## src/assert_macros.svh

```systemverilog
// ----------------------------------------------------------------------------
// Assertion macros
// Shared wrappers for the concurrent checks of the polar-to-Cartesian block.
// ----------------------------------------------------------------------------
`ifndef ASSERT_MACROS_SVH
`define ASSERT_MACROS_SVH

// Same-cycle implication, checked on the rising edge, off during reset
`define ASSERT_IMPL(lbl, clk, rst, ante, cons, msg) \
  lbl: assert property (@(posedge clk) disable iff (rst) (ante) |-> (cons)) else $error(msg);

// Next-cycle implication, checked on the rising edge, off during reset
`define ASSERT_NEXT(lbl, clk, rst, ante, cons, msg) \
  lbl: assert property (@(posedge clk) disable iff (rst) (ante) |=> (cons)) else $error(msg);

`endif

```

## src/lspc_pkg.sv

```systemverilog
// ----------------------------------------------------------------------------
// lspc_pkg
// Widths, constants, command types and the CORDIC arctangent table shared by
// the laser scan polar-to-Cartesian modules.
// ----------------------------------------------------------------------------
`default_nettype none

package lspc_pkg;

  // Field widths
  localparam int RANGE_W    = 16;
  localparam int ANGLE_W    = 16;
  localparam int OUT_W      = 17;
  localparam int PCOUNT_W   = 12;
  localparam int S_TDATA_W  = 16;
  localparam int M_TDATA_W  = 40;

  // Scan bookkeeping
  localparam int MAX_POINTS = 2048;
  localparam int IDX_W      = $clog2(MAX_POINTS);

  // Configuration port
  localparam int CFG_IDX_W  = 2;
  localparam int CFG_W      = 16;
  localparam logic [CFG_IDX_W-1:0] REG_ANGLE_START = 2'd0;
  localparam logic [CFG_IDX_W-1:0] REG_ANGLE_STEP  = 2'd1;
  localparam logic [CFG_IDX_W-1:0] REG_POINT_COUNT = 2'd2;
  localparam logic [PCOUNT_W-1:0]  POINT_COUNT_RST = 12'd1081;

  // CORDIC
  localparam int CORDIC_ITERATIONS = 16;
  localparam int ITER_W     = $clog2(CORDIC_ITERATIONS);
  localparam int ATAN_IDX_W = 5;
  localparam int GAIN_W     = 30;
  localparam int PROD_W     = RANGE_W + GAIN_W;
  localparam int DW         = 49;              // vector components, Q30 mm
  localparam int Z_W        = 34;              // residual angle, 2^32 per turn
  localparam int FRAC_W     = 30;
  localparam int RND_W      = DW + 1 - FRAC_W; // rounded component width
  localparam logic [GAIN_W-1:0] GAIN_K =
    GAIN_W'(longint'(652032874) + (longint'(434688583) >> (2 * CORDIC_ITERATIONS)));
  localparam int OUT_LIMIT  = 65535;

  // Quarter-turn limits for the half-turn fold
  localparam logic [ANGLE_W-1:0] QUARTER_POS = 16'h4000;
  localparam logic [ANGLE_W-1:0] QUARTER_NEG = 16'hC000;
  localparam logic [ANGLE_W-1:0] HALF_TURN   = 16'h8000;

  // Controller to datapath commands
  typedef struct packed {
    logic              load;   // capture accepted item
    logic              mul;    // gain-compensated range into x
    logic              iter;   // one CORDIC micro-rotation
    logic              flip;   // undo half-turn fold
    logic              fin;    // round, saturate, write output register
    logic [ITER_W-1:0] step;   // micro-rotation index
  } cmd_t;

  // atan(2^-i) in units of 2^-32 turn
  function automatic logic [31:0] atan_lookup(input logic [ATAN_IDX_W-1:0] i);
    logic [31:0] v;
    case (i)
      5'd0:  v = 32'h20000000;
      5'd1:  v = 32'h12E4051E;
      5'd2:  v = 32'h09FB385B;
      5'd3:  v = 32'h051111D4;
      5'd4:  v = 32'h028B0D43;
      5'd5:  v = 32'h0145D7E1;
      5'd6:  v = 32'h00A2F61E;
      5'd7:  v = 32'h00517C55;
      5'd8:  v = 32'h0028BE53;
      5'd9:  v = 32'h00145F2F;
      5'd10: v = 32'h000A2F98;
      5'd11: v = 32'h000517CC;
      5'd12: v = 32'h00028BE6;
      5'd13: v = 32'h000145F3;
      5'd14: v = 32'h0000A2FA;
      5'd15: v = 32'h0000517D;
      5'd16: v = 32'h000028BE;
      5'd17: v = 32'h0000145F;
      5'd18: v = 32'h00000A30;
      5'd19: v = 32'h00000518;
      5'd20: v = 32'h0000028C;
      5'd21: v = 32'h00000146;
      5'd22: v = 32'h000000A3;
      5'd23: v = 32'h00000051;
      default: v = 32'h0;
    endcase
    return v;
  endfunction

endpackage

`default_nettype wire

```

## src/lspc_scan.sv

```systemverilog
// ----------------------------------------------------------------------------
// lspc_scan
// Configuration registers and scan sequencing: beam angle and point index of
// the next sample, angle and last-of-scan flag for the item being accepted.
// ----------------------------------------------------------------------------
`default_nettype none

module lspc_scan (
  input  wire logic                             clk,
  input  wire logic                             rst,
  input  wire logic                             cfg_wr_en,
  input  wire logic [lspc_pkg::CFG_IDX_W-1:0]   cfg_index,
  input  wire logic [lspc_pkg::CFG_W-1:0]       cfg_wdata,
  input  wire logic                             start_of_scan,
  input  wire logic                             advance,
  output logic      [lspc_pkg::ANGLE_W-1:0]     angle,
  output logic                                  last_of_scan
);

  logic [lspc_pkg::ANGLE_W-1:0]  angle_start;
  logic [lspc_pkg::ANGLE_W-1:0]  angle_step;
  logic [lspc_pkg::PCOUNT_W-1:0] point_count;
  logic [lspc_pkg::ANGLE_W-1:0]  beam_angle;
  logic [lspc_pkg::IDX_W-1:0]    point_index;

  logic [lspc_pkg::PCOUNT_W-1:0] n_eff;
  logic [lspc_pkg::IDX_W-1:0]    cur_index;

  // Effective point count: zero reads as one, large counts clamp
  always_comb begin
    if (point_count == '0) begin
      n_eff = lspc_pkg::PCOUNT_W'(1);
    end else if (point_count > lspc_pkg::PCOUNT_W'(lspc_pkg::MAX_POINTS)) begin
      n_eff = lspc_pkg::PCOUNT_W'(lspc_pkg::MAX_POINTS);
    end else begin
      n_eff = point_count;
    end
  end

  // Start-of-scan restarts from the start angle
  always_comb begin
    angle     = start_of_scan ? angle_start : beam_angle;
    cur_index = start_of_scan ? '0 : point_index;
    last_of_scan = (lspc_pkg::PCOUNT_W'(cur_index) + lspc_pkg::PCOUNT_W'(1)) >= n_eff;
  end

  // Register writes
  always_ff @(posedge clk) begin
    if (rst) begin
      angle_start <= '0;
      angle_step  <= '0;
      point_count <= lspc_pkg::POINT_COUNT_RST;
    end else if (cfg_wr_en) begin
      case (cfg_index)
        lspc_pkg::REG_ANGLE_START: angle_start <= cfg_wdata;
        lspc_pkg::REG_ANGLE_STEP:  angle_step  <= cfg_wdata;
        lspc_pkg::REG_POINT_COUNT: point_count <= cfg_wdata[lspc_pkg::PCOUNT_W-1:0];
        default: ;
      endcase
    end
  end

  // Beam angle and index advance once per accepted item
  always_ff @(posedge clk) begin
    if (rst) begin
      beam_angle  <= '0;
      point_index <= '0;
    end else if (advance) begin
      if (last_of_scan) begin
        beam_angle  <= angle_start;
        point_index <= '0;
      end else begin
        beam_angle  <= angle + angle_step;
        point_index <= cur_index + lspc_pkg::IDX_W'(1);
      end
    end
  end

endmodule

`default_nettype wire

```

## src/lspc_ctrl.sv

```systemverilog
// ----------------------------------------------------------------------------
// lspc_ctrl
// Controller: sequences capture, gain multiply, CORDIC micro-rotations,
// sign fold and output write for one item at a time.
// ----------------------------------------------------------------------------
`default_nettype none

module lspc_ctrl (
  input  wire logic            clk,
  input  wire logic            rst,
  input  wire logic            in_valid,
  input  wire logic            out_free,
  output logic                 in_ready,
  output lspc_pkg::cmd_t       cmd
);

  typedef enum logic [2:0] {
    ST_IDLE,
    ST_MUL,
    ST_ITER,
    ST_FLIP,
    ST_DONE
  } state_t;

  state_t                    state;
  logic [lspc_pkg::ITER_W-1:0] iter_cnt;

  // Command decode
  always_comb begin
    in_ready = (state == ST_IDLE);
    cmd.load = (state == ST_IDLE) && in_valid;
    cmd.mul  = (state == ST_MUL);
    cmd.iter = (state == ST_ITER);
    cmd.flip = (state == ST_FLIP);
    cmd.fin  = (state == ST_DONE) && out_free;
    cmd.step = iter_cnt;
  end

  // State and iteration count
  always_ff @(posedge clk) begin
    if (rst) begin
      state    <= ST_IDLE;
      iter_cnt <= '0;
    end else begin
      case (state)
        ST_IDLE: begin
          if (in_valid) state <= ST_MUL;
        end
        ST_MUL: begin
          iter_cnt <= '0;
          state    <= ST_ITER;
        end
        ST_ITER: begin
          if (iter_cnt == lspc_pkg::ITER_W'(lspc_pkg::CORDIC_ITERATIONS - 1)) begin
            state <= ST_FLIP;
          end else begin
            iter_cnt <= iter_cnt + lspc_pkg::ITER_W'(1);
          end
        end
        ST_FLIP: begin
          state <= ST_DONE;
        end
        ST_DONE: begin
          if (out_free) state <= ST_IDLE;
        end
        default: state <= ST_IDLE;
      endcase
    end
  end

endmodule

`default_nettype wire

```

## src/lspc_datapath.sv

```systemverilog
// ----------------------------------------------------------------------------
// lspc_datapath
// Iterative rotation-mode CORDIC: gain-compensated range load, one
// micro-rotation per cycle, half-turn fold undo, rounding, saturation and the
// output register.
// ----------------------------------------------------------------------------
`default_nettype none

module lspc_datapath (
  input  wire logic                          clk,
  input  wire logic                          rst,
  input  wire lspc_pkg::cmd_t                cmd,
  input  wire logic [lspc_pkg::RANGE_W-1:0]  range_mm,
  input  wire logic [lspc_pkg::ANGLE_W-1:0]  angle,
  input  wire logic                          last_in,
  input  wire logic                          out_ready,
  output logic                               out_free,
  output logic                               out_valid,
  output logic      [lspc_pkg::OUT_W-1:0]    x_mm,
  output logic      [lspc_pkg::OUT_W-1:0]    y_mm,
  output logic                               last_of_scan
);

  logic [lspc_pkg::RANGE_W-1:0]   r_q;
  logic [lspc_pkg::ANGLE_W-1:0]   angle_q;
  logic                           last_q;
  logic                           flip_q;
  logic signed [lspc_pkg::DW-1:0]  x;
  logic signed [lspc_pkg::DW-1:0]  y;
  logic signed [lspc_pkg::Z_W-1:0] z;

  logic                           flip_c;
  logic [lspc_pkg::ANGLE_W-1:0]   angle_f;
  logic [lspc_pkg::PROD_W-1:0]    prod;
  logic signed [lspc_pkg::DW-1:0]  dx;
  logic signed [lspc_pkg::DW-1:0]  dy;
  logic signed [lspc_pkg::Z_W-1:0] at;
  logic signed [lspc_pkg::OUT_W-1:0] cos_mm;
  logic signed [lspc_pkg::OUT_W-1:0] sin_mm;

  // Round to whole millimetres (floor after adding one half), then saturate
  function automatic logic signed [lspc_pkg::OUT_W-1:0] round_sat(
    input logic signed [lspc_pkg::DW-1:0] v
  );
    logic signed [lspc_pkg::DW:0]      sum;
    logic signed [lspc_pkg::RND_W-1:0] r;
    logic signed [lspc_pkg::OUT_W-1:0] res;
    sum = {v[lspc_pkg::DW-1], v} + ((lspc_pkg::DW+1)'(1) <<< (lspc_pkg::FRAC_W - 1));
    r   = sum[lspc_pkg::DW:lspc_pkg::FRAC_W];
    if (r > lspc_pkg::RND_W'(lspc_pkg::OUT_LIMIT)) begin
      res = lspc_pkg::OUT_W'(lspc_pkg::OUT_LIMIT);
    end else if (r < -lspc_pkg::RND_W'(lspc_pkg::OUT_LIMIT)) begin
      res = -lspc_pkg::OUT_W'(lspc_pkg::OUT_LIMIT);
    end else begin
      res = r[lspc_pkg::OUT_W-1:0];
    end
    return res;
  endfunction

  // Angles past a quarter turn fold by a half turn
  always_comb begin
    flip_c  = (angle_q > lspc_pkg::QUARTER_POS) && (angle_q < lspc_pkg::QUARTER_NEG);
    angle_f = flip_c ? (angle_q ^ lspc_pkg::HALF_TURN) : angle_q;
    prod    = lspc_pkg::PROD_W'(r_q) * lspc_pkg::PROD_W'(lspc_pkg::GAIN_K);
  end

  // Micro-rotation terms
  always_comb begin
    dx = y >>> cmd.step;
    dy = x >>> cmd.step;
    at = signed'(lspc_pkg::Z_W'(lspc_pkg::atan_lookup(lspc_pkg::ATAN_IDX_W'(cmd.step))));
  end

  always_comb begin
    cos_mm = round_sat(x);
    sin_mm = round_sat(y);
  end

  // Item capture and CORDIC registers
  always_ff @(posedge clk) begin
    if (cmd.load) begin
      r_q     <= range_mm;
      angle_q <= angle;
      last_q  <= last_in;
    end
    if (cmd.mul) begin
      x      <= signed'(lspc_pkg::DW'(prod));
      y      <= '0;
      z      <= signed'({{(lspc_pkg::Z_W-32){angle_f[lspc_pkg::ANGLE_W-1]}},
                         angle_f, 16'h0000});
      flip_q <= flip_c;
    end
    if (cmd.iter) begin
      if (!z[lspc_pkg::Z_W-1]) begin
        x <= x - dx;
        y <= y + dy;
        z <= z - at;
      end else begin
        x <= x + dx;
        y <= y - dy;
        z <= z + at;
      end
    end
    if (cmd.flip && flip_q) begin
      x <= -x;
      y <= -y;
    end
  end

  // Output register
  assign out_free = !out_valid || out_ready;

  always_ff @(posedge clk) begin
    if (rst) begin
      out_valid <= 1'b0;
    end else if (cmd.fin) begin
      out_valid <= 1'b1;
    end else if (out_ready) begin
      out_valid <= 1'b0;
    end
  end

  always_ff @(posedge clk) begin
    if (cmd.fin) begin
      x_mm         <= -sin_mm;
      y_mm         <= cos_mm;
      last_of_scan <= last_q;
    end
  end

endmodule

`default_nettype wire

```

## src/laser_scan_polar_to_cartesian.sv

```systemverilog
// ----------------------------------------------------------------------------
// laser_scan_polar_to_cartesian
// Converts laser range samples to Cartesian points, x = -r*sin(a) and
// y = r*cos(a), with the beam angle stepped per sample over a scan.
// ----------------------------------------------------------------------------
//  Channel   Dir  Fields (low bit first)
//  s_*       in   tdata: range_mm[15:0]; tuser: start_of_scan
//  m_*       out  tdata: x_mm[16:0], y_mm[33:17], zero pad; tlast: last_of_scan
//  cfg_*     in   index 0 angle_start, 1 angle_step, 2 point_count
//
//  Each item runs from acceptance to the next acceptance through capture,
//  one gain multiply, 16 CORDIC micro-rotations on a single shared stage, the
//  sign fold and the output write; the next item waits for this one's write.
//  Reset is synchronous; the result register lets a new item start while the
//  previous result is still held; only a full result register stalls the loop.
// ----------------------------------------------------------------------------
`default_nettype none

`include "assert_macros.svh"

module laser_scan_polar_to_cartesian (
  input  wire logic                              clk,
  input  wire logic                              rst,
  // range_mm[15:0]
  input  wire logic [lspc_pkg::S_TDATA_W-1:0]    s_tdata,
  // start_of_scan[0]
  input  wire logic [0:0]                        s_tuser,
  input  wire logic                              s_tvalid,
  output logic                                   s_tready,
  // x_mm[16:0], y_mm[33:17], zeros[39:34]
  output logic      [lspc_pkg::M_TDATA_W-1:0]    m_tdata,
  output logic                                   m_tlast,
  output logic                                   m_tvalid,
  input  wire logic                              m_tready,
  input  wire logic                              cfg_wr_en,
  input  wire logic [lspc_pkg::CFG_IDX_W-1:0]    cfg_index,
  input  wire logic [lspc_pkg::CFG_W-1:0]        cfg_wdata
);

  lspc_pkg::cmd_t                 cmd;
  logic                           out_free;
  logic [lspc_pkg::ANGLE_W-1:0]   cur_angle;
  logic                           cur_last;
  logic [lspc_pkg::OUT_W-1:0]     x_mm;
  logic [lspc_pkg::OUT_W-1:0]     y_mm;

  // Scan sequencing and configuration
  lspc_scan u_scan (
    .clk          (clk),
    .rst          (rst),
    .cfg_wr_en    (cfg_wr_en),
    .cfg_index    (cfg_index),
    .cfg_wdata    (cfg_wdata),
    .start_of_scan(s_tuser[0]),
    .advance      (cmd.load),
    .angle        (cur_angle),
    .last_of_scan (cur_last)
  );

  // Controller
  lspc_ctrl u_ctrl (
    .clk     (clk),
    .rst     (rst),
    .in_valid(s_tvalid),
    .out_free(out_free),
    .in_ready(s_tready),
    .cmd     (cmd)
  );

  // CORDIC datapath and output register
  lspc_datapath u_dp (
    .clk         (clk),
    .rst         (rst),
    .cmd         (cmd),
    .range_mm    (s_tdata[lspc_pkg::RANGE_W-1:0]),
    .angle       (cur_angle),
    .last_in     (cur_last),
    .out_ready   (m_tready),
    .out_free    (out_free),
    .out_valid   (m_tvalid),
    .x_mm        (x_mm),
    .y_mm        (y_mm),
    .last_of_scan(m_tlast)
  );

  assign m_tdata = {{(lspc_pkg::M_TDATA_W - 2*lspc_pkg::OUT_W){1'b0}}, y_mm, x_mm};

  // Checks
  `ASSERT_NEXT(a_busy_after_accept, clk, rst, s_tvalid && s_tready, !s_tready, "accepted while busy")
  `ASSERT_IMPL(a_out_in_range, clk, rst, m_tvalid, (m_tdata[16:0] != 17'h10000) && (m_tdata[33:17] != 17'h10000), "result outside saturation range")
  `ASSERT_IMPL(a_result_after_work, clk, rst, $rose(m_tvalid), !$past(s_tready), "result without work in flight")

endmodule

`default_nettype wire
```

## config.mk

```make
export PLATFORM = sky130hd
export DESIGN_NAME = laser_scan_polar_to_cartesian
export DESIGN_NICKNAME = d
export VERILOG_FILES = /design/src/lspc_pkg.sv /design/src/lspc_scan.sv /design/src/lspc_ctrl.sv /design/src/lspc_datapath.sv /design/src/laser_scan_polar_to_cartesian.sv
export VERILOG_INCLUDE_DIRS = /design/src /design/src/src
export SDC_FILE = /design/constraint.sdc
export NUM_CORES = 2
export LEC_CHECK = 0
export BUFFER_PORTS_ARGS = -buffer_cell sky130_fd_sc_hd__buf_2
export CAP_MARGIN = 30
export CORE_ASPECT_RATIO = 1.25
export CORE_MARGIN = 2
export CORE_UTILIZATION = 50
export CTS_BUF_LIST = sky130_fd_sc_hd__clkbuf_4 sky130_fd_sc_hd__clkbuf_8 sky130_fd_sc_hd__clkbuf_16
export DETAILED_ROUTE_END_ITERATION = 8
export PLACE_DENSITY = 0.66
export SLEW_MARGIN = 0
export SYNTH_ARGS = -nofsm -noshare
export SYNTH_HDL_FRONTEND = slang
export SYNTH_HIERARCHICAL = 1
export SYNTH_SLANG_ARGS = --single-unit
export TNS_END_PERCENT = 30
```

## constraint.sdc

```tcl
create_clock -name clk -period 10.75 [get_ports clk]
set_input_delay 1.075 -clock clk [delete_from_list [all_inputs] [get_ports clk]]
set_output_delay 1.075 -clock clk [all_outputs]
set_load 0.02 [all_outputs]
```

==> metrics.txt <==
status=completed; Synth Instances=4492; CP Cell Sequence=buf_4 -> mux4_2 -> mux2_2 -> a222oi_1 -> nand4_1 -> nor3b_2 -> nand2_1 -> nor2_1 -> nand2_1 -> nor4_1 -> nor2_1 -> xor2_1 -> ha_1 -> a21oi_1 -> o21ai_0 -> or3b_2 -> a211oi_1 -> o41a_1 -> nor3_1 -> a31oi_1 -> o21ai_0 -> xnor2_1 -> o22ai_1; ys flop type=edfxtp_1; crit path kind=flop to flop; die area=0.0795 mm^2; Req. time, crit path=11.08 ns; Slew Limit Fails=0; grt ovf=0; CP Max Fanout=52; CTS HTree Levels=2; DRC Markers=0; gpl congestion=0.980; initial antenna violation count=0; worst hold-check path type=flop to flop; GRT Total Usage=28.0%; WL per Instance=20.8 um; Synth warnings=6; Hold Vio Cnt, Final=0; post-CTS setup buffers=0; WL final=112 mm; synthesis-to-layout area growth=5.37%; CTS max path bufs=3; Via density=6.12; n_diodes=0; Root Buffer=clkbuf_16; Die Y=315 um; Crit. End Element=flop; endpoints failing setup=0; register area=0.00763 mm^2; largest net degree at the start of global routing=80; Max Cap Viol=0; final net count=4942; Post-synth EDFFs=201; asr flop ratio synth=0%; library cells used by synthesis=101; Data arrival, critical path=8.19 ns; hold buffers post-CTS=0; vias=33056; Tightest Pin Transition=0.983 ns; Avg Synthesized Cell Area=8.60 um^2; Slew headroom=34.5%; TNS Setup=0 ns; CTS clock-pin slew for the worst setup and hold paths=0.06 ns; layout cell share with drive strength beyond 1=10.2%; first-pass GRT wire length=177 mm; first drt pass iteration count=7; CTS buffer count=35; clock sink count=280; Starting Density=50.3%; CTS tree=built; Die Wd=253 um; Worst Skew=0.0427 ns; port buffer count=76; 1st-iter DRT viols=2398; post-synthesis sequential area ratio=19.7%; Worst path max stage delay=0.75 ns; Clock Latency Late Sink=0.61 ns; r2r setup slk=2.89 ns; Max Clock Freq=127 MHz; CP startpoint kind=flop; Yosys reg bits=280; final worst-path cycle share=73.1%; Routed Antenna Nets=0; Top Ports=83; num rows=114; Post-CTS Resized=0; CP max-delay cell=buf_4; footprint of the multi-input gates=0.0287 mm^2; core area=0.0769 mm^2; fillers=7153; RSZ-0062 raised after global routing=no; Mapped Area=0.0386 mm^2; DP HPWL=86.9 mm; vias in the first global route=32787; Final Critical Period=7.86 ns
## metal layers
| layer | up-vias | part of all wire, % | GRT usage [%] |
|---|---|---|---|
| li1 | 15926 | - | - |
| met1 | 15763 | 40 | 34.0 |
| met2 | 1085 | 49 | 49.4 |
| met3 | 282 | 5.4 | 3.20 |
| met4 | 0 | 4.9 | 13.0 |
| met5 | - | 0 | 0 |
## state kept, by name, indices dropped and copies added (netlist names), 17 cells and up
| register | count |
|---|---|
| u_dp/x_mm | 17 |
| u_dp/y_mm | 17 |
| u_dp/x | 49 |
| u_dp/z | 34 |
| u_dp/y | 49 |
## final timing paths
check,to,cells after the start,startpoint
setup reg to reg,u_dp/y[48]$_DFFE_PP_,23,u_ctrl/iter_cnt[0]$_SDFFE_PP0P_
setup / recovery,u_dp/y[48]$_DFFE_PP_,23,u_ctrl/iter_cnt[0]$_SDFFE_PP0P_
hold / removal,u_dp/last_of_scan$_DFFE_PP_,0,u_dp/last_q$_DFFE_PP_
hold reg to reg,u_dp/last_of_scan$_DFFE_PP_,0,u_dp/last_q$_DFFE_PP_
## cell usage after synthesis (39+ instances only)
cell	instances	area [um^2]
nand3_1	93	465
a211oi_1	41	308
xnor2_1	216	1890
mux2i_1	77	771
edfxtp_1	201	6040
a21o_1	117	878
clkbuf_1	180	676
nand2_1	419	1570
mux2_2	103	1160
and2_1	41	257
nor3_1	88	440
xor2_1	208	1820
a21oi_1	384	1920
and3_1	39	244
a31oi_1	71	444
dfxtp_1	79	1580
fa_1	172	3440
nand2b_1	62	388
inv_1	343	1290
o21ai_0	206	1030
ha_1	339	4240
o22ai_1	57	357
mux4_2	88	1980
nor2_1	282	1060
## stage by stage
stage / hold WS [ns] / instance area [um^2] / instances / setup slack [ns] / util [%]
floorplan: 0.400 / 38700 / 4497 / 3.56 / -
global placement: 0.401 / 39500 / 5337 / 3.15 / 51.4
detailed placement: 0.415 / 39500 / 5339 / 3.05 / 51.4
CTS: 0.431 / 40700 / 5403 / 3.04 / 52.9
global route: 0.437 / 40700 / 5404 / 2.47 / 53.0
finish: 0.428 / 40700 / 5404 / 2.89 / 53.0
## critical path, delay by kind of cell, from the launching register on
kind            cells  cell delay (ns)
simple gates        9             2.46
compound gates      8             1.90
mux                 2             0.93
buf+inv             1             0.75
flops               1             0.74
fa+ha+maj           1             0.40
xor+xnor            2             0.33
## layout by cell type (no fill, tap or decap), types with 39 or more instances in the layout
master    synthesis  layout
a211oi_1         41      41
a21o_1          117     117
a21oi_1         384     384
a31oi_1          71      71
and2_1           41      39
buf_2            26      76
dfxtp_1          79      75
edfxtp_1        201     201
fa_1            172     172
ha_1            339     339
inv_1           343     341
mux2_2          103     103
mux2i_1          77      77
mux4_2           88      88
nand2_1         419     416
nand2b_1         62      62
nand3_1          93      93
nor2_1          282     280
nor3_1           88      88
o21ai_0         206     206
o22ai_1          57      57
xnor2_1         216     216
xor2_1          208     208
## cells by family (layout without fill, tap and decap cells)
kind of cell	after synthesis	count (layout)	synth area share [%]
simple gates	1278	1278	16.1
compound gates	1121	1121	18.2
buf+inv	604	525	6.15
fa+ha+maj	511	511	19.9
xor+xnor	425	425	9.67
flops	280	280	19.7
mux	272	272	10.3
other cells	1	6	0.00970
## layout make-up
type / count / area share [%]
Tap cell: 986 / 3.03
Sequential cell: 280 / 18.7
Clock inverter: 21 / 0.571
Clock buffer: 43 / 2.30
Timing Repair Buffer: 115 / 1.68
Multi-Input combinational cell: 3613 / 70.5
Inverter: 346 / 3.20
Power is not shown: default switching activity piles up to over one toggle a cycle in this logic, so the estimate is an artifact.
